$ cat src/sv/tgad_pkg.sv
// ---------------------------------------------------------------------------
// tgad_pkg
// Types and constants shared by the TGA pixel decoder modules.
// ---------------------------------------------------------------------------
`default_nettype none

package tgad_pkg;

   localparam int CSR_INDEX_W = 3;
   localparam int CSR_DATA_W  = 16;

   localparam logic [CSR_INDEX_W-1:0] CSR_COMPRESSED      = 3'd0;
   localparam logic [CSR_INDEX_W-1:0] CSR_BYTES_PER_PIXEL = 3'd1;
   localparam logic [CSR_INDEX_W-1:0] CSR_IMAGE_WIDTH     = 3'd2;
   localparam logic [CSR_INDEX_W-1:0] CSR_IMAGE_HEIGHT    = 3'd3;
   localparam logic [CSR_INDEX_W-1:0] CSR_IDENT_LENGTH    = 3'd4;

   localparam logic [2:0] BPP_WITH_ALPHA = 3'd4;
   localparam logic [2:0] BPP_RESET      = 3'd3;

   localparam logic [1:0] STATUS_OK        = 2'd0;
   localparam logic [1:0] STATUS_OVERRUN   = 2'd1;
   localparam logic [1:0] STATUS_TRUNCATED = 2'd2;

   localparam logic [7:0] RUN_BIAS = 8'd127;

   // One queued item; skip marks an image-ident byte.
   typedef struct packed {
      logic       skip;
      logic       eos;
      logic [7:0] data;
   } item_type;

   typedef struct packed {
      logic        compressed;
      logic        alpha_en;
      logic [31:0] total;
   } cfg_type;

   typedef struct packed {
      logic       load;
      logic [7:0] value;
   } ident_load_type;

   typedef struct packed {
      logic full;
      logic valid;
   } queue_status_type;

endpackage

`default_nettype wire

$ cat src/sv/tga_rle_pixel_decoder_unit.sv
// Takes TGA pixel data (req_ valid/ready) one byte per cycle while the queue has
// room, after the header has been written through the csr_ port, and returns
// pixels on the rsp_ channel with B and R swapped, each RLE run as a single item
// with its repeat count. Sustained rate is one byte per cycle while the result
// register is empty or being taken; with the queue empty and the result register
// free, an accepted byte is first written into the queue and its result is then
// loaded into the result register. The front takes bytes as long as the
// QUEUE_DEPTH-entry queue has room, and the decode stage consumes one queued
// byte per cycle whenever the result register is empty or being taken.
// csr_ready is always high. The width*height product is registered, so it is
// valid in the cycle after the size registers change. Once an item with last
// set is given, further bytes are taken and dropped until reset.
// ---------------------------------------------------------------------------
// tga_rle_pixel_decoder_unit
// TGA truecolor / RLE pixel-data decoder, top level.
// ---------------------------------------------------------------------------
`default_nettype none

module tga_rle_pixel_decoder_unit #(
   parameter int QUEUE_DEPTH = 4
) (
   input  logic                              clock,
   input  logic                              reset,
   input  logic                              csr_valid,
   output logic                              csr_ready,
   input  logic [tgad_pkg::CSR_INDEX_W-1:0]  csr_index,
   input  logic [tgad_pkg::CSR_DATA_W-1:0]   csr_data,
   input  logic                              req_valid,
   output logic                              req_ready,
   input  logic [7:0]                        req_data_byte,
   input  logic                              req_end_of_stream,
   output logic                              rsp_valid,
   input  logic                              rsp_ready,
   output logic [7:0]                        rsp_red,
   output logic [7:0]                        rsp_green,
   output logic [7:0]                        rsp_blue,
   output logic [7:0]                        rsp_alpha,
   output logic [7:0]                        rsp_repeat_count,
   output logic [1:0]                        rsp_status,
   output logic                              rsp_last
);

   tgad_pkg::cfg_type          cfg;
   tgad_pkg::ident_load_type   ident_load;
   tgad_pkg::queue_status_type queue_status;
   tgad_pkg::item_type         push_item;
   tgad_pkg::item_type         pop_item;
   logic                       push;
   logic                       pop_ready;

   tgad_csr u_csr (
      .clock      (clock),
      .reset      (reset),
      .csr_valid  (csr_valid),
      .csr_ready  (csr_ready),
      .csr_index  (csr_index),
      .csr_data   (csr_data),
      .cfg        (cfg),
      .ident_load (ident_load)
   );

   tgad_front u_front (
      .clock             (clock),
      .reset             (reset),
      .req_valid         (req_valid),
      .req_ready         (req_ready),
      .req_data_byte     (req_data_byte),
      .req_end_of_stream (req_end_of_stream),
      .ident_load        (ident_load),
      .queue_status      (queue_status),
      .push              (push),
      .push_item         (push_item)
   );

   tgad_queue #(
      .DEPTH (QUEUE_DEPTH)
   ) u_queue (
      .clock     (clock),
      .reset     (reset),
      .push      (push),
      .push_item (push_item),
      .pop_ready (pop_ready),
      .status    (queue_status),
      .pop_item  (pop_item)
   );

   tgad_back u_back (
      .clock            (clock),
      .reset            (reset),
      .cfg              (cfg),
      .item_valid       (queue_status.valid),
      .item_ready       (pop_ready),
      .item             (pop_item),
      .rsp_valid        (rsp_valid),
      .rsp_ready        (rsp_ready),
      .rsp_red          (rsp_red),
      .rsp_green        (rsp_green),
      .rsp_blue         (rsp_blue),
      .rsp_alpha        (rsp_alpha),
      .rsp_repeat_count (rsp_repeat_count),
      .rsp_status       (rsp_status),
      .rsp_last         (rsp_last)
   );

endmodule

`default_nettype wire

$ cat src/sv/tgad_csr.sv
// ---------------------------------------------------------------------------
// tgad_csr
// Header registers and the registered pixel total of the image.
// ---------------------------------------------------------------------------
`default_nettype none

module tgad_csr (
   input  logic                                clock,
   input  logic                                reset,
   input  logic                                csr_valid,
   output logic                                csr_ready,
   input  logic [tgad_pkg::CSR_INDEX_W-1:0]    csr_index,
   input  logic [tgad_pkg::CSR_DATA_W-1:0]     csr_data,
   output tgad_pkg::cfg_type                   cfg,
   output tgad_pkg::ident_load_type            ident_load
);

   logic        compressed_ff, compressed_in;
   logic [2:0]  bpp_ff, bpp_in;
   logic [15:0] width_ff, width_in;
   logic [15:0] height_ff, height_in;
   logic [31:0] total_ff, total_in;
   logic        wr;

   assign csr_ready = 1'b1;
   assign wr        = csr_valid && csr_ready;

   always_comb begin
      compressed_in    = compressed_ff;
      bpp_in           = bpp_ff;
      width_in         = width_ff;
      height_in        = height_ff;
      ident_load.load  = 1'b0;
      ident_load.value = csr_data[7:0];
      if (wr) begin
         unique case (csr_index)
            tgad_pkg::CSR_COMPRESSED:      compressed_in   = csr_data[0];
            tgad_pkg::CSR_BYTES_PER_PIXEL: bpp_in          = csr_data[2:0];
            tgad_pkg::CSR_IMAGE_WIDTH:     width_in        = csr_data;
            tgad_pkg::CSR_IMAGE_HEIGHT:    height_in       = csr_data;
            tgad_pkg::CSR_IDENT_LENGTH:    ident_load.load = 1'b1;
            default: ;
         endcase
      end
   end

   // product of the size registers, registered into total_ff
   assign total_in = {16'd0, width_ff} * {16'd0, height_ff};

   always_ff @(posedge clock) begin
      if (reset) begin
         compressed_ff <= 1'b0;
         bpp_ff        <= tgad_pkg::BPP_RESET;
         width_ff      <= 16'd1;
         height_ff     <= 16'd1;
         total_ff      <= 32'd1;
      end else begin
         compressed_ff <= compressed_in;
         bpp_ff        <= bpp_in;
         width_ff      <= width_in;
         height_ff     <= height_in;
         total_ff      <= total_in;
      end
   end

   assign cfg.compressed = compressed_ff;
   assign cfg.alpha_en   = (bpp_ff == tgad_pkg::BPP_WITH_ALPHA);
   assign cfg.total      = total_ff;

endmodule

`default_nettype wire

$ cat src/sv/tgad_front.sv
// ---------------------------------------------------------------------------
// tgad_front
// Accepts stream bytes and tags the image-ident bytes that are skipped.
// ---------------------------------------------------------------------------
`default_nettype none

module tgad_front (
   input  logic                          clock,
   input  logic                          reset,
   input  logic                          req_valid,
   output logic                          req_ready,
   input  logic [7:0]                    req_data_byte,
   input  logic                          req_end_of_stream,
   input  tgad_pkg::ident_load_type      ident_load,
   input  tgad_pkg::queue_status_type    queue_status,
   output logic                          push,
   output tgad_pkg::item_type            push_item
);

   logic [7:0] ident_rem_ff, ident_rem_in;
   logic       skipping_ff, skipping_in;

   assign req_ready = !queue_status.full;
   assign push      = req_valid && req_ready;

   always_comb begin
      ident_rem_in   = ident_rem_ff;
      skipping_in    = skipping_ff;
      push_item.data = req_data_byte;
      push_item.eos  = req_end_of_stream;
      push_item.skip = 1'b0;
      if (ident_load.load) begin
         ident_rem_in = ident_load.value;
      end else if (push && skipping_ff) begin
         if (ident_rem_ff != 8'd0) begin
            ident_rem_in   = ident_rem_ff - 8'd1;
            push_item.skip = 1'b1;
         end else begin
            // first pixel-data byte: ident field is over for good
            skipping_in = 1'b0;
         end
      end
   end

   always_ff @(posedge clock) begin
      if (reset) begin
         ident_rem_ff <= 8'd0;
         skipping_ff  <= 1'b1;
      end else begin
         ident_rem_ff <= ident_rem_in;
         skipping_ff  <= skipping_in;
      end
   end

endmodule

`default_nettype wire

$ cat src/sv/tgad_queue.sv
// ---------------------------------------------------------------------------
// tgad_queue
// Small item queue between the front and the decode back end.
// ---------------------------------------------------------------------------
`default_nettype none

module tgad_queue #(
   parameter int DEPTH = 4
) (
   input  logic                          clock,
   input  logic                          reset,
   input  logic                          push,
   input  tgad_pkg::item_type            push_item,
   input  logic                          pop_ready,
   output tgad_pkg::queue_status_type    status,
   output tgad_pkg::item_type            pop_item
);

   localparam int PTR_W = (DEPTH > 1) ? $clog2(DEPTH) : 1;
   localparam int CNT_W = $clog2(DEPTH + 1);

   tgad_pkg::item_type mem_ff [DEPTH];
   logic [PTR_W-1:0] wr_ptr_ff, wr_ptr_in;
   logic [PTR_W-1:0] rd_ptr_ff, rd_ptr_in;
   logic [CNT_W-1:0] count_ff, count_in;
   logic             pop;

   assign status.full  = (count_ff == CNT_W'(DEPTH));
   assign status.valid = (count_ff != '0);
   assign pop_item     = mem_ff[rd_ptr_ff];
   assign pop          = status.valid && pop_ready;

   always_comb begin
      wr_ptr_in = wr_ptr_ff;
      rd_ptr_in = rd_ptr_ff;
      if (push) begin
         wr_ptr_in = (wr_ptr_ff == PTR_W'(DEPTH - 1)) ? '0 : wr_ptr_ff + PTR_W'(1);
      end
      if (pop) begin
         rd_ptr_in = (rd_ptr_ff == PTR_W'(DEPTH - 1)) ? '0 : rd_ptr_ff + PTR_W'(1);
      end
      unique case ({push, pop})
         2'b10:   count_in = count_ff + CNT_W'(1);
         2'b01:   count_in = count_ff - CNT_W'(1);
         default: count_in = count_ff;
      endcase
   end

   always_ff @(posedge clock) begin
      if (push) begin
         mem_ff[wr_ptr_ff] <= push_item;
      end
   end

   always_ff @(posedge clock) begin
      if (reset) begin
         wr_ptr_ff <= '0;
         rd_ptr_ff <= '0;
         count_ff  <= '0;
      end else begin
         wr_ptr_ff <= wr_ptr_in;
         rd_ptr_ff <= rd_ptr_in;
         count_ff  <= count_in;
      end
   end

endmodule

`default_nettype wire

$ cat src/sv/tgad_back.sv
// ---------------------------------------------------------------------------
// tgad_back
// Packet parsing, pixel assembly, pixel count checks and result register.
// ---------------------------------------------------------------------------
`default_nettype none

module tgad_back (
   input  logic                  clock,
   input  logic                  reset,
   input  tgad_pkg::cfg_type     cfg,
   input  logic                  item_valid,
   output logic                  item_ready,
   input  tgad_pkg::item_type    item,
   output logic                  rsp_valid,
   input  logic                  rsp_ready,
   output logic [7:0]            rsp_red,
   output logic [7:0]            rsp_green,
   output logic [7:0]            rsp_blue,
   output logic [7:0]            rsp_alpha,
   output logic [7:0]            rsp_repeat_count,
   output logic [1:0]            rsp_status,
   output logic                  rsp_last
);

   typedef enum logic [5:0] {
      PH_SKIP   = 6'b000001,
      PH_PLAIN  = 6'b000010,
      PH_HEADER = 6'b000100,
      PH_RAW    = 6'b001000,
      PH_RUN    = 6'b010000,
      PH_DONE   = 6'b100000
   } phase_type;

   phase_type   phase_ff, phase_in;
   logic [1:0]  idx_ff, idx_in;
   logic [23:0] colour_ff, colour_in;
   logic [7:0]  rem_ff, rem_in;
   logic [31:0] done_ff, done_in;

   logic        valid_ff, valid_in;
   logic [7:0]  red_ff, red_in, green_ff, green_in, blue_ff, blue_in;
   logic [7:0]  alpha_ff, alpha_in, count_ff, count_in;
   logic [1:0]  status_ff, status_in;
   logic        last_ff, last_in;

   logic        pop, load, failed, pixel_end, full;
   logic [7:0]  cnt;
   logic [32:0] sum;

   assign item_ready = !valid_ff || rsp_ready;
   assign pop        = item_valid && item_ready;

   always_comb begin
      phase_in  = phase_ff;
      idx_in    = idx_ff;
      colour_in = colour_ff;
      rem_in    = rem_ff;
      done_in   = done_ff;
      load      = 1'b0;
      failed    = 1'b0;
      pixel_end = 1'b0;
      full      = 1'b0;
      cnt       = 8'd1;
      sum       = {1'b0, done_ff} + 33'd1;
      red_in    = red_ff;
      green_in  = green_ff;
      blue_in   = blue_ff;
      alpha_in  = alpha_ff;
      count_in  = count_ff;
      status_in = status_ff;
      last_in   = last_ff;

      if (pop && phase_ff != PH_DONE) begin
         if (phase_ff == PH_SKIP && !item.skip) begin
            phase_in = cfg.compressed ? PH_HEADER : PH_PLAIN;
            idx_in   = 2'd0;
         end
         if (!item.skip) begin
            if (phase_in == PH_HEADER) begin
               if (!item.data[7]) begin
                  phase_in = PH_RAW;
                  rem_in   = item.data + 8'd1;
               end else begin
                  phase_in = PH_RUN;
                  rem_in   = item.data - tgad_pkg::RUN_BIAS;
               end
               idx_in = 2'd0;
            end else begin
               if (idx_in == 2'd0) begin
                  colour_in = '0;
               end
               unique case (idx_in)
                  2'd0:    colour_in[7:0]   = item.data;
                  2'd1:    colour_in[15:8]  = item.data;
                  2'd2:    colour_in[23:16] = item.data;
                  default: ;
               endcase
               pixel_end = (idx_in == 2'd3) || (!cfg.alpha_en && idx_in == 2'd2);
               if (!pixel_end) begin
                  idx_in = idx_in + 2'd1;
               end else begin
                  cnt      = (phase_in == PH_RUN) ? rem_in : 8'd1;
                  sum      = {1'b0, done_ff} + {25'd0, cnt};
                  idx_in   = 2'd0;
                  load     = 1'b1;
                  red_in   = colour_in[23:16];
                  green_in = colour_in[15:8];
                  blue_in  = colour_in[7:0];
                  alpha_in = cfg.alpha_en ? item.data : 8'd0;
                  count_in = cnt;
                  if (sum > {1'b0, cfg.total}) begin
                     status_in = tgad_pkg::STATUS_OVERRUN;
                     last_in   = 1'b1;
                     phase_in  = PH_DONE;
                     failed    = 1'b1;
                  end else begin
                     done_in = sum[31:0];
                     full    = (sum[31:0] == cfg.total);
                     if (phase_in == PH_RAW) begin
                        rem_in = rem_in - 8'd1;
                        if (rem_in == 8'd0) begin
                           phase_in = full ? PH_DONE : PH_HEADER;
                        end
                     end else if (phase_in == PH_RUN) begin
                        rem_in   = 8'd0;
                        phase_in = full ? PH_DONE : PH_HEADER;
                     end else if (full) begin
                        phase_in = PH_DONE;
                     end
                     status_in = tgad_pkg::STATUS_OK;
                     last_in   = (phase_in == PH_DONE);
                  end
               end
            end
         end
         // early end of stream wins over a pixel finished on the same byte
         if (item.eos && !failed && phase_in != PH_DONE) begin
            load      = 1'b1;
            red_in    = 8'd0;
            green_in  = 8'd0;
            blue_in   = 8'd0;
            alpha_in  = 8'd0;
            count_in  = 8'd1;
            status_in = tgad_pkg::STATUS_TRUNCATED;
            last_in   = 1'b1;
            phase_in  = PH_DONE;
         end
      end

      if (load) begin
         valid_in = 1'b1;
      end else if (rsp_ready) begin
         valid_in = 1'b0;
      end else begin
         valid_in = valid_ff;
      end
   end

   always_ff @(posedge clock) begin
      if (reset) begin
         phase_ff  <= PH_SKIP;
         idx_ff    <= 2'd0;
         colour_ff <= '0;
         rem_ff    <= 8'd0;
         done_ff   <= 32'd0;
         valid_ff  <= 1'b0;
      end else begin
         phase_ff  <= phase_in;
         idx_ff    <= idx_in;
         colour_ff <= colour_in;
         rem_ff    <= rem_in;
         done_ff   <= done_in;
         valid_ff  <= valid_in;
      end
   end

   always_ff @(posedge clock) begin
      red_ff    <= red_in;
      green_ff  <= green_in;
      blue_ff   <= blue_in;
      alpha_ff  <= alpha_in;
      count_ff  <= count_in;
      status_ff <= status_in;
      last_ff   <= last_in;
   end

   assign rsp_valid        = valid_ff;
   assign rsp_red          = red_ff;
   assign rsp_green        = green_ff;
   assign rsp_blue         = blue_ff;
   assign rsp_alpha        = alpha_ff;
   assign rsp_repeat_count = count_ff;
   assign rsp_status       = status_ff;
   assign rsp_last         = last_ff;

endmodule

`default_nettype wire

$ cat config.mk
export PLATFORM = sky130hd
export DESIGN_NAME = tga_rle_pixel_decoder_unit
export DESIGN_NICKNAME = d
export VERILOG_FILES = /design/src/sv/tgad_pkg.sv /design/src/sv/tga_rle_pixel_decoder_unit.sv /design/src/sv/tgad_csr.sv /design/src/sv/tgad_front.sv /design/src/sv/tgad_queue.sv /design/src/sv/tgad_back.sv
export SDC_FILE = /design/constraint.sdc
export NUM_CORES = 1
export LEC_CHECK = 0
export BUFFER_PORTS_ARGS = -buffer_cell sky130_fd_sc_hd__buf_2
export CORE_UTILIZATION = 51
export DETAILED_ROUTE_END_ITERATION = 8
export MAX_ROUTING_LAYER = met4
export PLACE_DENSITY = 0.68
export SYNTH_ARGS = -nofsm -noshare
export SYNTH_HDL_FRONTEND = slang
export SYNTH_SLANG_ARGS = --single-unit
$ cat constraint.sdc
create_clock -name clock -period 22.1 [get_ports clock]
set_clock_uncertainty 0.2 [all_clocks]
set_input_delay 3.315 -clock clock [delete_from_list [all_inputs] [get_ports clock]]
set_output_delay 3.315 -clock clock [all_outputs]
set_load 0.05 [all_outputs]
# Yosys cells after proc, flatten, opt, wreduce, memory -nomap -nowiden
# Memory sizes are Yosys's and may differ from the RTL's. A register that Yosys moved wholly into a read port is not among the register bits.
# Index checks and enable logic that the tools add are counted.
[op_classes]
add_sub_neg = 10
mul = 1
n_div = 0
n_lt_le_gt_ge = 1
n_eq_ne = 24
shifts = 0
mux = 87
n_bitwise = 5
n_reduce_logical = 37
[op_table]
columns = ["operator", "n"]
rows = [
  ["$mux W8", 29],
  ["$mux W6", 18],
  ["$add A32 B8 Y33", 1],
  ["$gt A33 B32 Y1", 1],
  ["$eq A32 B32 Y1", 1],
  ["$mul A16 B16 Y32", 1],
  ["$mux W1", 24],
  ["$mux W2", 12],
  ["$mux W24", 1],
  ["$sub A8 B1 Y8 const B", 2],
  ["$ne A6 B6 Y1 const B", 2],
  ["$reduce_bool A2 Y1", 6],
  ["$eq A2 B2 Y1 const B", 5],
  ["$reduce_and A2 Y1", 5],
  ["$reduce_and A5 Y1", 2],
  ["$eq A3 B3 Y1 const B", 3],
  ["$add A8 B1 Y8 const B", 1],
  ["$logic_and A1 B1 Y1", 8],
  ["$logic_not A8 Y1", 1],
  ["$reduce_bool A8 Y1", 1],
  ["$sub A8 B7 Y8 const B", 1],
  ["$add A2 B1 Y2 const B", 3],
  ["$eq A3 B2 Y1 const B", 2],
  ["$eq A6 B1 Y1 const B", 1],
  ["21 further kinds", 34],
]
[word_totals]
reg_bits = 200
latchBits = 0
ram_bits = 40
rom_bits = 0
out_inout_bits = 46
memories = 1
[memory_table]
columns = ["name", "words", "width", "read_ports", "rd_ports_with_merged_regs", "wr", "line", "source"]
rows = [
  ["u_queue.mem_ff", 4, 10, 1, 1, 1, "tgad_queue.sv:22", "tgad_pkg::item_type mem_ff [DEPTH];"],
]

# Logic depth before layout (Yosys ltp)
# Gate-level depths: netlist (run 1).
[depth]
depth_word = 27
ltp_mapped = 27

# Modules after synthesis
# From an unflattened synthesis (run 1), not the netlist that was laid out.
[hier_totals]
cells_unflattened = 2233
hier_area_um2 = 20569.7
[modules_own_cells]
columns = ["module", "instances", "cells_per_inst", "area_per_inst_um2", "seq_area_each_um2"]
rows = [
  ["tgad_csr", 1, 1227, 10765.3, 1361.3],
  ["tgad_back", 1, 828, 7247.0, 2752.6],
  ["tgad_queue", 1, 101, 1916.8, 1381.3],
  ["tgad_front", 1, 77, 640.6, 180.2],
]

# Least setup slack after synthesis (run 1)
# OpenSTA, ideal clock, no wires.
[synth_timing]
kind = "flip-flop to flip-flop"
from = "reg u_back.phase_ff[2]"
to = "reg u_back.alpha_ff[0], in the netlist u_back.rsp_alpha[0] (enable)"
setup_ns = 0.401
arrival_ns = 6.328
required_ns = 21.499
path_slack_ns = 15.171
path_stages_with_launch = 23
n_path_buf = 1
cell_sequence = "dfxtp_1 -> clkbuf_1 -> or4_1 -> nor3b_2 -> nand2_1 -> fa_1 -> nor2b_1 -> o2111a_1 -> nor2_1 -> a2111o_1 -> nor3_1 -> and3_1 -> xor2_1 -> ha_1 -> a21oi_1 -> o21a_1 -> a21oi_1 -> a221o_1 -> o21ai_1 -> a41oi_2 -> o32ai_1 -> o211ai_1 -> nand2_1"
[synth_via]
elab_chain_cells = 25
elab_cells_between_ends = 47
cone_classes = "1 x add/sub; 1 x order compare; 11 x eq/ne; 25 x mux; 9 x reduce/logical"
[synth_rtl]
columns = ["element", "line", "source"]
rows = [
  ["start: declaration", "tgad_back.sv:34", "phase_type phase_ff, phase_in;"],
  ["start signal: assignment", "tgad_back.sv:168", "phase_ff <= phase_in;"],
  ["$eq A6 B1 Y1", "tgad_back.sv:74", "if (phase_ff == PH_SKIP && !item.skip) begin"],
  ["$logic_and A1 B1 Y1", "tgad_back.sv:74", ""],
  ["$mux W6", "tgad_back.sv:74", ""],
  ["$mux W6", "tgad_back.sv:73", "if (pop && phase_ff != PH_DONE) begin"],
  ["$eq A6 B5 Y1", "tgad_back.sv:102, tgad_back.sv:124", ""],
  ["$mux W8", "tgad_back.sv:102", "cnt = (phase_in == PH_RUN) ? rem_in : 8'd1;"],
  ["$add A32 B8 Y33", "tgad_back.sv:103", "sum = {1'b0, done_ff} + {25'd0, cnt};"],
  ["$eq A32 B32 Y1", "tgad_back.sv:118", "full = (sum[31:0] == cfg.total);"],
  ["[9 not listed]", "n/a", ""],
  ["$mux W6", "tgad_back.sv:99", "if (!pixel_end) begin"],
  ["$mux W6", "tgad_back.sv:79", "if (phase_in == PH_HEADER) begin"],
  ["$mux W6", "tgad_back.sv:78", "if (!item.skip) begin"],
  ["$mux W6", "tgad_back.sv:73", ""],
  ["$ne A6 B6 Y1", "tgad_back.sv:137", "if (item.eos && !failed && phase_in != PH_DONE) begin"],
  ["$logic_and A1 B1 Y1", "tgad_back.sv:137", ""],
  ["$ne A2 B2 Y1 (no source line) or $reduce_bool A2 Y1 (tied branches)", "n/a", ""],
  ["$reduce_and A4 Y1 (no source line) *", "n/a", ""],
  ["end signal: assignment", "tgad_back.sv:181", "alpha_ff <= alpha_in;"],
  ["end: declaration", "tgad_back.sv:42", "logic [7:0] alpha_ff, alpha_in, count_ff, count_in;"],
]
# Mark *: on every way between the ends. The rest lies on a longest branch, timed or not. The select of a mux whose other input is x is not followed.
# A chain may end at the register's enable or synchronous reset.

# Worst setup path after layout (run 1)
[layout_timing]
from = "reg u_back.phase_ff[0]"
to = "reg u_back.count_ff[0], in the netlist u_back.rsp_repeat_count[0] (enable)"
[layout_via]
elab_chain_cells = 25
elab_cells_between_ends = 47
cone_classes = "1 x add/sub; 1 x order compare; 11 x eq/ne; 25 x mux; 9 x reduce/logical"
[layout_rtl]
columns = ["element", "line", "source"]
rows = [
  ["$eq A6 B1 Y1", "tgad_back.sv:74", ""],
  ["$logic_and A1 B1 Y1", "tgad_back.sv:74", ""],
  ["$mux W6", "tgad_back.sv:74", ""],
  ["$mux W6", "tgad_back.sv:73", ""],
  ["$eq A6 B5 Y1", "tgad_back.sv:102, tgad_back.sv:124", ""],
  ["$mux W8", "tgad_back.sv:102", ""],
  ["$add A32 B8 Y33", "tgad_back.sv:103", ""],
  ["$eq A32 B32 Y1", "tgad_back.sv:118", ""],
  ["[9 not listed]", "n/a", ""],
  ["$mux W6", "tgad_back.sv:99", ""],
  ["$mux W6", "tgad_back.sv:79", ""],
  ["$mux W6", "tgad_back.sv:78", ""],
  ["$mux W6", "tgad_back.sv:73", ""],
  ["$ne A6 B6 Y1", "tgad_back.sv:137", ""],
  ["$logic_and A1 B1 Y1", "tgad_back.sv:137", ""],
  ["$ne A2 B2 Y1 (no source line) or $reduce_bool A2 Y1 (tied branches)", "n/a", ""],
  ["$reduce_and A4 Y1 (no source line) *", "n/a", ""],
  ["end signal: assignment", "tgad_back.sv:182", "count_ff <= count_in;"],
  ["end: declaration", "tgad_back.sv:42", ""],
]
# Marked as above.

==> metrics.yaml, run 1 <==
clock_network:
  ctsHoldBuffers: 0
  numCtsBuffers: 26
  clkTransAtPathRegs_ps: 60
  clk_latency_ps: 550
  cts_buffer_depth: 3
  cts_resized: 0
  root_buffer: "clkbuf_16"
  tritoncts: "yes"
  postCtsSetupRepairBufs: 0
  clock_sinks: 242
  cts.htree.levels: 1
route:
  wl_per_cell_um: 16.9
  vias: 14700
  vias_per_cell: 5.45
  drc: 0
  totalWireLength_mm: 45.5
  drt_iter0_markers: 870
  dr.pass1.iters: 6
  drtAntennaViolNets: 0
synthesis:
  postSynthCellCount: 2155
  yosys.area.top_type: "fa_1"
  yosys.area.top_type_share_pct: 20.0
  synth_area_leaders: "fa_1 20%, dfxtp_1 16%, edfxtp_1 13%, ha_1 10%, nand2_1 6.2%"
  ys_seq_area_share_pct: 28.9
  synthXorXnorAreaFrac_pct: 4.28
  ys_ff_latch: 242
  mappedNetlistArea_um2: 19700
  yosysUniqueCellTypes: 71
  synth_top_family_by_area: "adder cells"
  synth.mux.area_fraction_pct: 1.81
  async_flop_share_pct: 0
  synth_edf_count: 83
  synth_nets: 2542
  yosys.area_share.simple_pct: 19.2
  synthAdderAreaFrac_pct: 30.0
  syn_area_per_cell_um2: 9.12
  yosysMostFrequentCell: "nand2_1"
  yosysWarnings: 0
  synth_common_cells: "324 x nand2_1, 279 x inv_1, 196 x fa_1, 165 x nor2_1, 159 x dfxtp_1"
  synth_compound_area_share_pct: 8.26
  synthFlopType: "dfxtp_1"
sta:
  timing.hold.ws_ps: 256
  worst_slew_pin_slew_ps: 1010
  period_minus_slack_ps: 7720
  period_share_pct: 34.9
  maxSlewViolCount: 0
  hold_violations: 0
  rsz0062_at_grt: "false"
  relSlewSlack_pct: 32.7
  tns_ps: 0
  finalSetupViolCount: 0
  fmax_mhz: 130
critical_path:
  cp.required_ps: 22070
  path_max_fanout: 43
  critPathBufInv: 0
  cp.arrival_ps: 7680
  path_depth: 21
  r2r_cells: 21
  cp_cell_sequence: "or4_1, nor3b_2, nand2_1, fa_1, nor2b_1, o2111a_1, nor2_1, a2111o_1, nor3_1, and3_1, nand3_1, xnor2_1, ha_1, nand3_1, nor4_1, nand4_1, o21ai_1, a41oi_2, o32ai_1, o211ai_1, nand2_2"
  critical-path-top-delay-family: "simple AND/OR/NAND/NOR gates"
  path_common_cell: "nand3_1"
  slowest_stage: "nand2_2"
  slowest_delay_ps: 770
  crit_type: "flop to flop"
  end_kind: "flop"
  r2r-start: "u_back.phase_ff[0]"
  startpoint: "u_back.phase_ff[0]"
  start_kind: "flop"
pwr:
  ir_drop_mv: 0.0782
  power-per-cell-area_nw_per_um2: 71.9
  combPwrFrac_pct: 32.2
  sequentialPowerShare_pct: 38.3
  p_int_mw: 0.944
  p_sw_mw: 0.580
  power_frac_clock_pct: 29.6
  finalPower_mw: 1.52
  switching_share_pct: 38.1
  leakagePower_nw: 9.29
hold_path:
  hold_path.class: "flop to flop"
  holdPathStages: 2
  min_from: "u_back.colour_ff[5]"
final_layout:
  fin_nets: 2548
  fill_cells: 3401
  num_antenna_cells: 0
  ff_latch_area_um2: 5680
  area_growth_pct: 7.85
  drive_gt1_share_pct: 7.52
  multiInputGateArea_um2: 12500
global_routing:
  grtUsageTotal_pct: 24.9
  grt_max_degree: 86
  grt-ovfl-total: 0
  grt_pass1_wl_mm: 75.9
  grt_antenna_before_repair: 0
  grt_pass1_vias: 15100
flow_run:
  drv_cap: 0
placement:
  gp_congestion: 0.880
  port_buffers: 77
  hpwl_mm: 33.5
run_status:
  outcome: "complete, no violations"
floorplanning:
  ios: 79
  die_h_um: 198
  die_width_um: 198
  rows: 71
  start_util_pct: 52.1
  dieArea_um2: 39300
  core-area_um2: 37800
final timing paths:
path	to	slack, ps
setup reg to reg	u_back.rsp_repeat_count[0]	14380
hold reg to reg	u_back.colour_ff[5]	260
hold / removal	u_back.colour_ff[5]	260
setup / recovery	u_back.rsp_repeat_count[0]	14380
power by group through the flow:
| stage | clock, mW | sequential (mW) | combinational, mW |
|---|---|---|---|
| floorplan | 0 | 0.688 | 0.278 |
| detailed placement | 0 | 0.594 | 0.488 |
| global route | 0.477 | 0.592 | 0.528 |
| global placement | 0 | 0.591 | 0.479 |
| finish | 0.451 | 0.583 | 0.490 |
| CTS | 0.459 | 0.585 | 0.491 |
kinds of logic after synthesis:
family	count (synthesis)
compound gates	259
xor+xnor	96
fa+ha+maj	354
buf+inv	385
flops	242
mux	23
other cells	1
simple gates	795
worst min-delay path, cell delays in order (launching register included):
cell and delay (ps):
dfxtp_1 310, nand2_1 50, a21oi_1 50
registers in the layout, summed over array words and instances (netlist names), 16 cells and up, named ones only:
name and cells:
u_queue.mem_ff 40, u_back.done_ff 32, u_csr.total_ff 32, u_back.colour_ff 24, u_csr.height_ff 16, u_csr.width_ff 16
cells in the final DEF, fill, tap and decap left out, drive strengths merged, types with 15 or more instances in the layout:
master and count:
a22oi 19, a211oi 15, nor2 176, and2 107, clkbuf 37, nand4 18, dfxtp 159, fa 196
o21ai 31, a21o 20, nor3b 21, inv 280, nand2 324, and3 21, buf 83, xor2 47
ha 158, nand3 45, nor3 27, edfxtp 83, a21oi 119, xnor2 49
stage by stage:
step | utilization [%] | setup slack, ps | instance area, um2 | instances
final | 56.2 | 14380 | 21200 | 2692
after global routing | 56.2 | 13690 | 21200 | 2692
after CTS | 56.2 | 14410 | 21200 | 2692
after detailed placement | 53.8 | 14420 | 20300 | 2644
after global placement | 53.8 | 14710 | 20300 | 2644
after floorplan | - | 15170 | 19700 | 2155
layer usage:
layer  part of all wire [%]  up-vias  GRT usage [%]
li1                       -     6989              -
met1                     45     7170           32.4
met4                    1.8        0           5.63
met2                     48      426           41.5
met3                    5.1       74           3.17
met5                      0        -              -
cell type report:
class / instances / share of cell area, %
multi-input combinational: 1528 / 59.0
tap: 511 / 3.02
timing repair buffer: 83 / 2.04
clock inverter: 11 / 0.525
sequential: 242 / 26.8
inverter: 280 / 4.97
clock buffer: 37 / 3.71
(Power assumes the default switching activity.)
==> run 2: changes to the inputs <==
ABC_AREA = 1   (was default)
PLACE_DENSITY = 0.7   (was 0.68)
clock period = 7 ns   (was 22.1 ns; I/O delays follow)
==> metrics.yaml, run 2 <==
run_status:
  outcome: "complete, no violations"
pwr:
  leakagePower_nw: 10.8
  p_int_mw: 3.36
  combPwrFrac_pct: 39.0
  ir_drop_mv: 0.180
  power-per-cell-area_nw_per_um2: 264
  switching_share_pct: 41.7
  sequentialPowerShare_pct: 34.3
  p_sw_mw: 2.40
  power_frac_clock_pct: 26.8
sta:
  finalSetupViolCount: 0
  hold_violations: 0
  period_share_pct: 93.4
  period_minus_slack_ps: 6540
  tns_ps: 0
  worst_slew_pin_slew_ps: 1030
  relSlewSlack_pct: 31.2
  fmax_mhz: 153
  rsz0062_at_grt: "false"
  maxSlewViolCount: 0
  fin_ws_ps: 462
final_layout:
  final_cell_mix: "514 x nand2_1, 494 x inv_1, 232 x nor2_1"
  area_growth_pct: 9.01
  regMostFlops: "u_queue.mem_ff"
  fin_nets: 2919
  layout_commonest_cell: "nand2_1"
  drive_gt1_share_pct: 7.72
  fill_cells: 3544
  multiInputGateArea_um2: 12000
  ff_latch_area_um2: 5680
  largest_reg_flops: 40
  reg_top3: "u_queue.mem_ff (40), u_back.done_ff (32), u_csr.total_ff (32)"
  num_antenna_cells: 0
route:
  drt_iter0_markers: 949
  wl_per_cell_um: 15.4
  totalWireLength_mm: 47.4
  dr.pass1.iters: 6
  drtAntennaViolNets: 0
  drc: 0
  vias_per_cell: 5.27
  vias: 16200
global_routing:
  grt_max_degree: 108
  gr-usage-met3_pct: 2.91
  met2_usage_pct: 45.8
  grtUsageTotal_pct: 25.7
  top_usage_layer: "met2"
  gr-usage-met1_pct: 29.8
  grt_pass1_wl_mm: 79.6
  grt_antenna_before_repair: 0
  grt-ovfl-total: 0
  grt_pass1_vias: 16500
clock_network:
  clkTransAtPathRegs_ps: 60
  root_buffer: "clkbuf_16"
  clk_latency_ps: 550
  ctsHoldBuffers: 0
  numCtsBuffers: 27
  clock_sinks: 242
  cts.htree.levels: 1
  tritoncts: "yes"
  cts_buffer_depth: 3
critical_path:
  r2r_slack_ps: 460
  cp.required_ps: 7280
  reg2reg_to: "u_csr.total_ff[30]"
  r2r_cells: 23
  end_kind: "flop"
  start_kind: "flop"
  cp.arrival_ps: 6820
  crit_type: "flop to flop"
  r2r-start: "u_csr.width_ff[7]"
  path_max_fanout: 14
  startpoint: "u_csr.width_ff[7]"
  cp-endpoint: "u_csr.total_ff[30]"
synthesis:
  synthFlopType: "dfxtp_1"
  yosysWarnings: 0
  yosys.area.top_type_share_pct: 19.6
  yosys.area.top_type: "fa_1"
  ys_seq_area_share_pct: 28.4
  postSynthCellCount: 2508
  mappedNetlistArea_um2: 20000
  synth_common_cells: "515 x nand2_1, 495 x inv_1, 233 x nor2_1, 196 x fa_1, 159 x dfxtp_1"
  ys_ff_latch: 242
  synth_area_leaders: "fa_1 20%, dfxtp_1 16%, edfxtp_1 12%, ha_1 9.9%, nand2_1 9.7%"
  async_flop_share_pct: 0
  synth_nets: 2895
  syn_area_per_cell_um2: 7.97
  yosysUniqueCellTypes: 51
  synth_edf_count: 83
  yosysMostFrequentCell: "nand2_1"
flow_run:
  drv_cap: 0
floorplanning:
  rows: 72
  start_util_pct: 51.7
  die_h_um: 200
  die_width_um: 200
  core-area_um2: 38600
  dieArea_um2: 40000
  ios: 79
placement:
  port_buffers: 77
  hpwl_mm: 36.2
  gp_congestion: 0.900
  dpl_worst_slack_ps: 475
hold_path:
  hold_path.class: "flop to flop"
  holdPathStages: 2
## run 2: cell types whose count changed in the layout (fill, tap and decap cells not counted), moves of 15 or more
cell,delta
and2_1,-107
nor3b_1,-19
and3_1,-19
a31oi_1,+15
buf_4,+25
xor2_1,-22
a21oi_1,+24
o21ai_0,+117
xnor2_1,-38
inv_1,+215
nor2_1,+67
nand2_1,+191
## run 2: layout make-up
cell class	count	share of cell area [%]
multi-input cells	1653	54.9
flip-flops and latches	242	26.0
inverters	498	8.59
clock buffers	37	3.49
well taps	518	2.97
repair buffers	110	2.96
clock inverters	13	0.999
## run 2: kinds of logic after synthesis
kind of cell,count (synthesis),synth area share [%]
other,1,0.0188
buffers and inverters,613,11.8
DFF,242,28.4
xor gates and xnor gates,36,1.58
AOI/OAI and AO/OA,372,10.3
and+or+nand+nor,890,18.4
adders and majority gates,354,29.5
## run 2: stage by stage
stage | util [%] | area [um2] | power, mW | cells | hold WS, ps
after global routing | 56.4 | 21800 | 6.09 | 3071 | 290
after CTS | 56.4 | 21800 | 5.78 | 3071 | 248
final | 56.4 | 21800 | 5.75 | 3071 | 244
after global placement | 53.8 | 20800 | 4.19 | 3021 | 229
after detailed placement | 53.8 | 20800 | 4.23 | 3021 | 234
after floorplan | - | 20000 | 3.68 | 2508 | 219
## run 2: how the worst min path moves through the flow
stage / from / endpoint / slack (ps)
6_report: u_front.skipping_ff / u_front.skipping_ff / 240
5_1_grt: u_back.done_ff[3] / u_back.done_ff[3] / 290
4_1_cts: u_front.skipping_ff / u_front.skipping_ff / 250
3_5_place_dp: u_front.skipping_ff / u_front.skipping_ff / 230
3_3_place_gp: u_front.skipping_ff / u_front.skipping_ff / 230
2_1_floorplan: u_front.skipping_ff / u_front.skipping_ff / 220
## run 2: critical path, cell delays in order (launching register included)
cell and delay (ps):
dfxtp_1 770, nand2_1 170, fa_1 570, inv_1 50, fa_1 540, inv_1 60, fa_1 490, inv_1 50
fa_1 480, inv_1 60, fa_1 520, inv_1 50, fa_1 470, ha_1 390, nand2_1 90, o21ai_0 250
a21oi_1 100, o221ai_1 330, nand3_1 110, nand2_1 120, a21oi_1 110, o21ai_0 220, o21ai_0 100, a21oi_1 160
## run 2: power groups by stage
stage               Sequential (mW)  Combinational (mW)  Clock (mW)
floorplan                      2.39                1.28           0
global placement               1.99                2.20           0
detailed placement             2.00                2.23           0
CTS                            1.97                2.25        1.57
global route                   2.00                2.47        1.62
finish                         1.97                2.24        1.54
## run 2: timing repair
action	in CTS	in global routing
setup endpoints to repair	0	33
setup buffers	0	0
endpoints found under the hold margin	0	0
resized for setup	0	1
## run 2: routing by layer
| layer | vias up | part of all wire, % | wire length (um) |
|---|---|---|---|
| met2 | 465 | 50 | 23900 |
| met5 | - | 0 | 0 |
| li1 | 7856 | - | - |
| met3 | 101 | 5.4 | 2540 |
| met4 | 0 | 3.1 | 1480 |
| met1 | 7763 | 41 | 19500 |
==> run 3: changes to the inputs <==
PLACE_DENSITY = default   (was 0.7)
PLACE_DENSITY_LB_ADDON = 0.2   (was default)
==> metrics.yaml, run 3 (same netlist as run 2, synthesis figures left out) <==
run_status:
  outcome: "complete, no violations"
critical_path:
  crit_type: "flop to flop"
  start_kind: "flop"
  path_max_fanout: 17
  end_kind: "flop"
  cp.required_ps: 7310
  cp_cell_sequence: "nand2_1, fa_1, inv_1, fa_1, inv_1, fa_1, inv_1, fa_1, inv_1, fa_1, inv_1, fa_1, ha_1, nand2_1, o21ai_0, a21oi_1, o221ai_1, nand3_1, nand2_1, a21oi_1, o21ai_0, o21ai_0, a21oi_1"
  slowest_delay_ps: 760
  slowest_stage: "dfxtp_1"
  cp.arrival_ps: 6860
  path_common_cell: "fa_1"
final_layout:
  fin_nets: 2914
  largest_reg_flops: 40
  num_antenna_cells: 0
  fill_cells: 3637
  layout_commonest_cell: "nand2_1"
  final_cell_mix: "514 x nand2_1, 494 x inv_1, 232 x nor2_1"
  fin_util_pct: 56.3
  drive_gt1_share_pct: 7.57
  area_growth_pct: 8.87
  instances_no_fill: 3066
  fin_area_um2: 21800
  regMostFlops: "u_queue.mem_ff"
  reg_top3: "u_queue.mem_ff (40), u_back.done_ff (32), u_csr.total_ff (32)"
clock_network:
  cts_resized: 0
  numCtsBuffers: 28
  postCtsSetupRepairBufs: 0
  tritoncts: "yes"
  clk_latency_ps: 580
  root_buffer: "clkbuf_16"
  clock_sinks: 242
  cts_buffer_depth: 3
  ctsHoldBuffers: 0
  cts.htree.levels: 1
  clkTransAtPathRegs_ps: 60
route:
  met1Wirelength_mm: 20.3
  dr.pass1.iters: 6
  route.met2.wl_mm: 24.6
  vias: 16000
  wl_met3_mm: 2.31
  topRoutingLayerUsed: "met4"
  drc: 0
  totalWireLength_mm: 48.7
  vias_per_cell: 5.23
  wl_per_cell_um: 15.9
  drt_iter0_markers: 988
  drtAntennaViolNets: 0
global_routing:
  grt_pass1_wl_mm: 81.0
  grt_pass1_vias: 16200
  grt_max_degree: 108
  grt_antenna_before_repair: 0
  grt-ovfl-total: 0
  grtUsageTotal_pct: 26.4
floorplanning:
  die_width_um: 200
  die_h_um: 200
  start_util_pct: 51.7
  dieArea_um2: 40000
  ios: 79
  rows: 72
  core-area_um2: 38600
sta:
  relSlewSlack_pct: 27.1
  fin_ws_ps: 446
  fmax_mhz: 153
  period_minus_slack_ps: 6550
  period_share_pct: 93.6
  hold_violations: 0
  tns_ps: 0
  rsz0062_at_grt: "false"
  finalSetupViolCount: 0
  worst_slew_pin_slew_ps: 1090
  maxSlewViolCount: 0
pwr:
  p_int_mw: 3.33
  sequentialPowerShare_pct: 34.3
  power_frac_clock_pct: 27.2
  power-per-cell-area_nw_per_um2: 265
  leakagePower_nw: 10.8
  ir_drop_mv: 0.270
  combPwrFrac_pct: 38.6
  p_sw_mw: 2.42
  switching_share_pct: 42.1
placement:
  hpwl_mm: 37.3
  place_area_um2: 20800
  port_buffers: 77
  gp_congestion: 0.889
  dpl_worst_slack_ps: 471
  dp.cells: 3015
flow_run:
  drv_cap: 0
hold_path:
  hold_path.class: "flop to flop"
-- run 3: cell types whose count changed in the layout (fill, tap and decap cells not counted), sizes merged --
cell	change
clkinvlp	+1
clkinv	+3
buf	-6
bufinv	-1
inv	-2
-- run 3: cell type report --
cell class	instances	area, um2	share of cell area (%)
clock buffers	37	786	3.61
clock inverters	14	208	0.954
inverters	498	1870	8.60
multi-input cells	1653	12000	55.0
flip-flops and latches	242	5680	26.1
well taps	518	648	2.98
repair buffers	104	601	2.76
-- run 3: worst max-delay path: cells and delay by family, from the launching register on --
kind,cells,cell delay [ps]
AOI/OAI and AO/OA,7,1240
adders and majority gates,7,3470
buffers and inverters,5,260
DFF,1,760
and+or+nand+nor,4,530
-- run 3: per-stage QoR --
stage / hold WS [ps] / total power, mW
final: 255 / 5.76
after detailed placement: 246 / 4.22
after CTS: 255 / 5.79
after floorplan: 219 / 3.68
after global placement: 239 / 4.19
after global routing: 281 / 6.13
-- run 3: final timing paths --
| check | startpoint | to | slack [ps] | depth (start not counted) |
|---|---|---|---|---|
| worst min-delay path | u_queue.count_ff[0] | u_queue.count_ff[0] | 260 | 1 |
| worst max register to register | u_csr.height_ff[6] | u_csr.total_ff[30] | 450 | 23 |
| worst max-delay path | u_csr.height_ff[6] | u_csr.total_ff[30] | 450 | 23 |
| worst min register to register | u_queue.count_ff[0] | u_queue.count_ff[0] | 260 | 1 |
-- run 3: routing by layer --
layer	track usage [%]	up-vias
li1	-	7839
met1	31.6	7677
met5	-	-
met2	46.7	441
met4	8.40	0
met3	2.70	89
-- run 3: power by group through the flow --
stage / clock network [mW] / logic (mW) / registers [mW]
2_1_floorplan: 0 / 1.28 / 2.39
3_3_place_gp: 0 / 2.19 / 2.00
3_5_place_dp: 0 / 2.22 / 2.00
4_1_cts: 1.59 / 2.23 / 1.97
5_1_grt: 1.65 / 2.47 / 2.01
6_report: 1.56 / 2.22 / 1.97
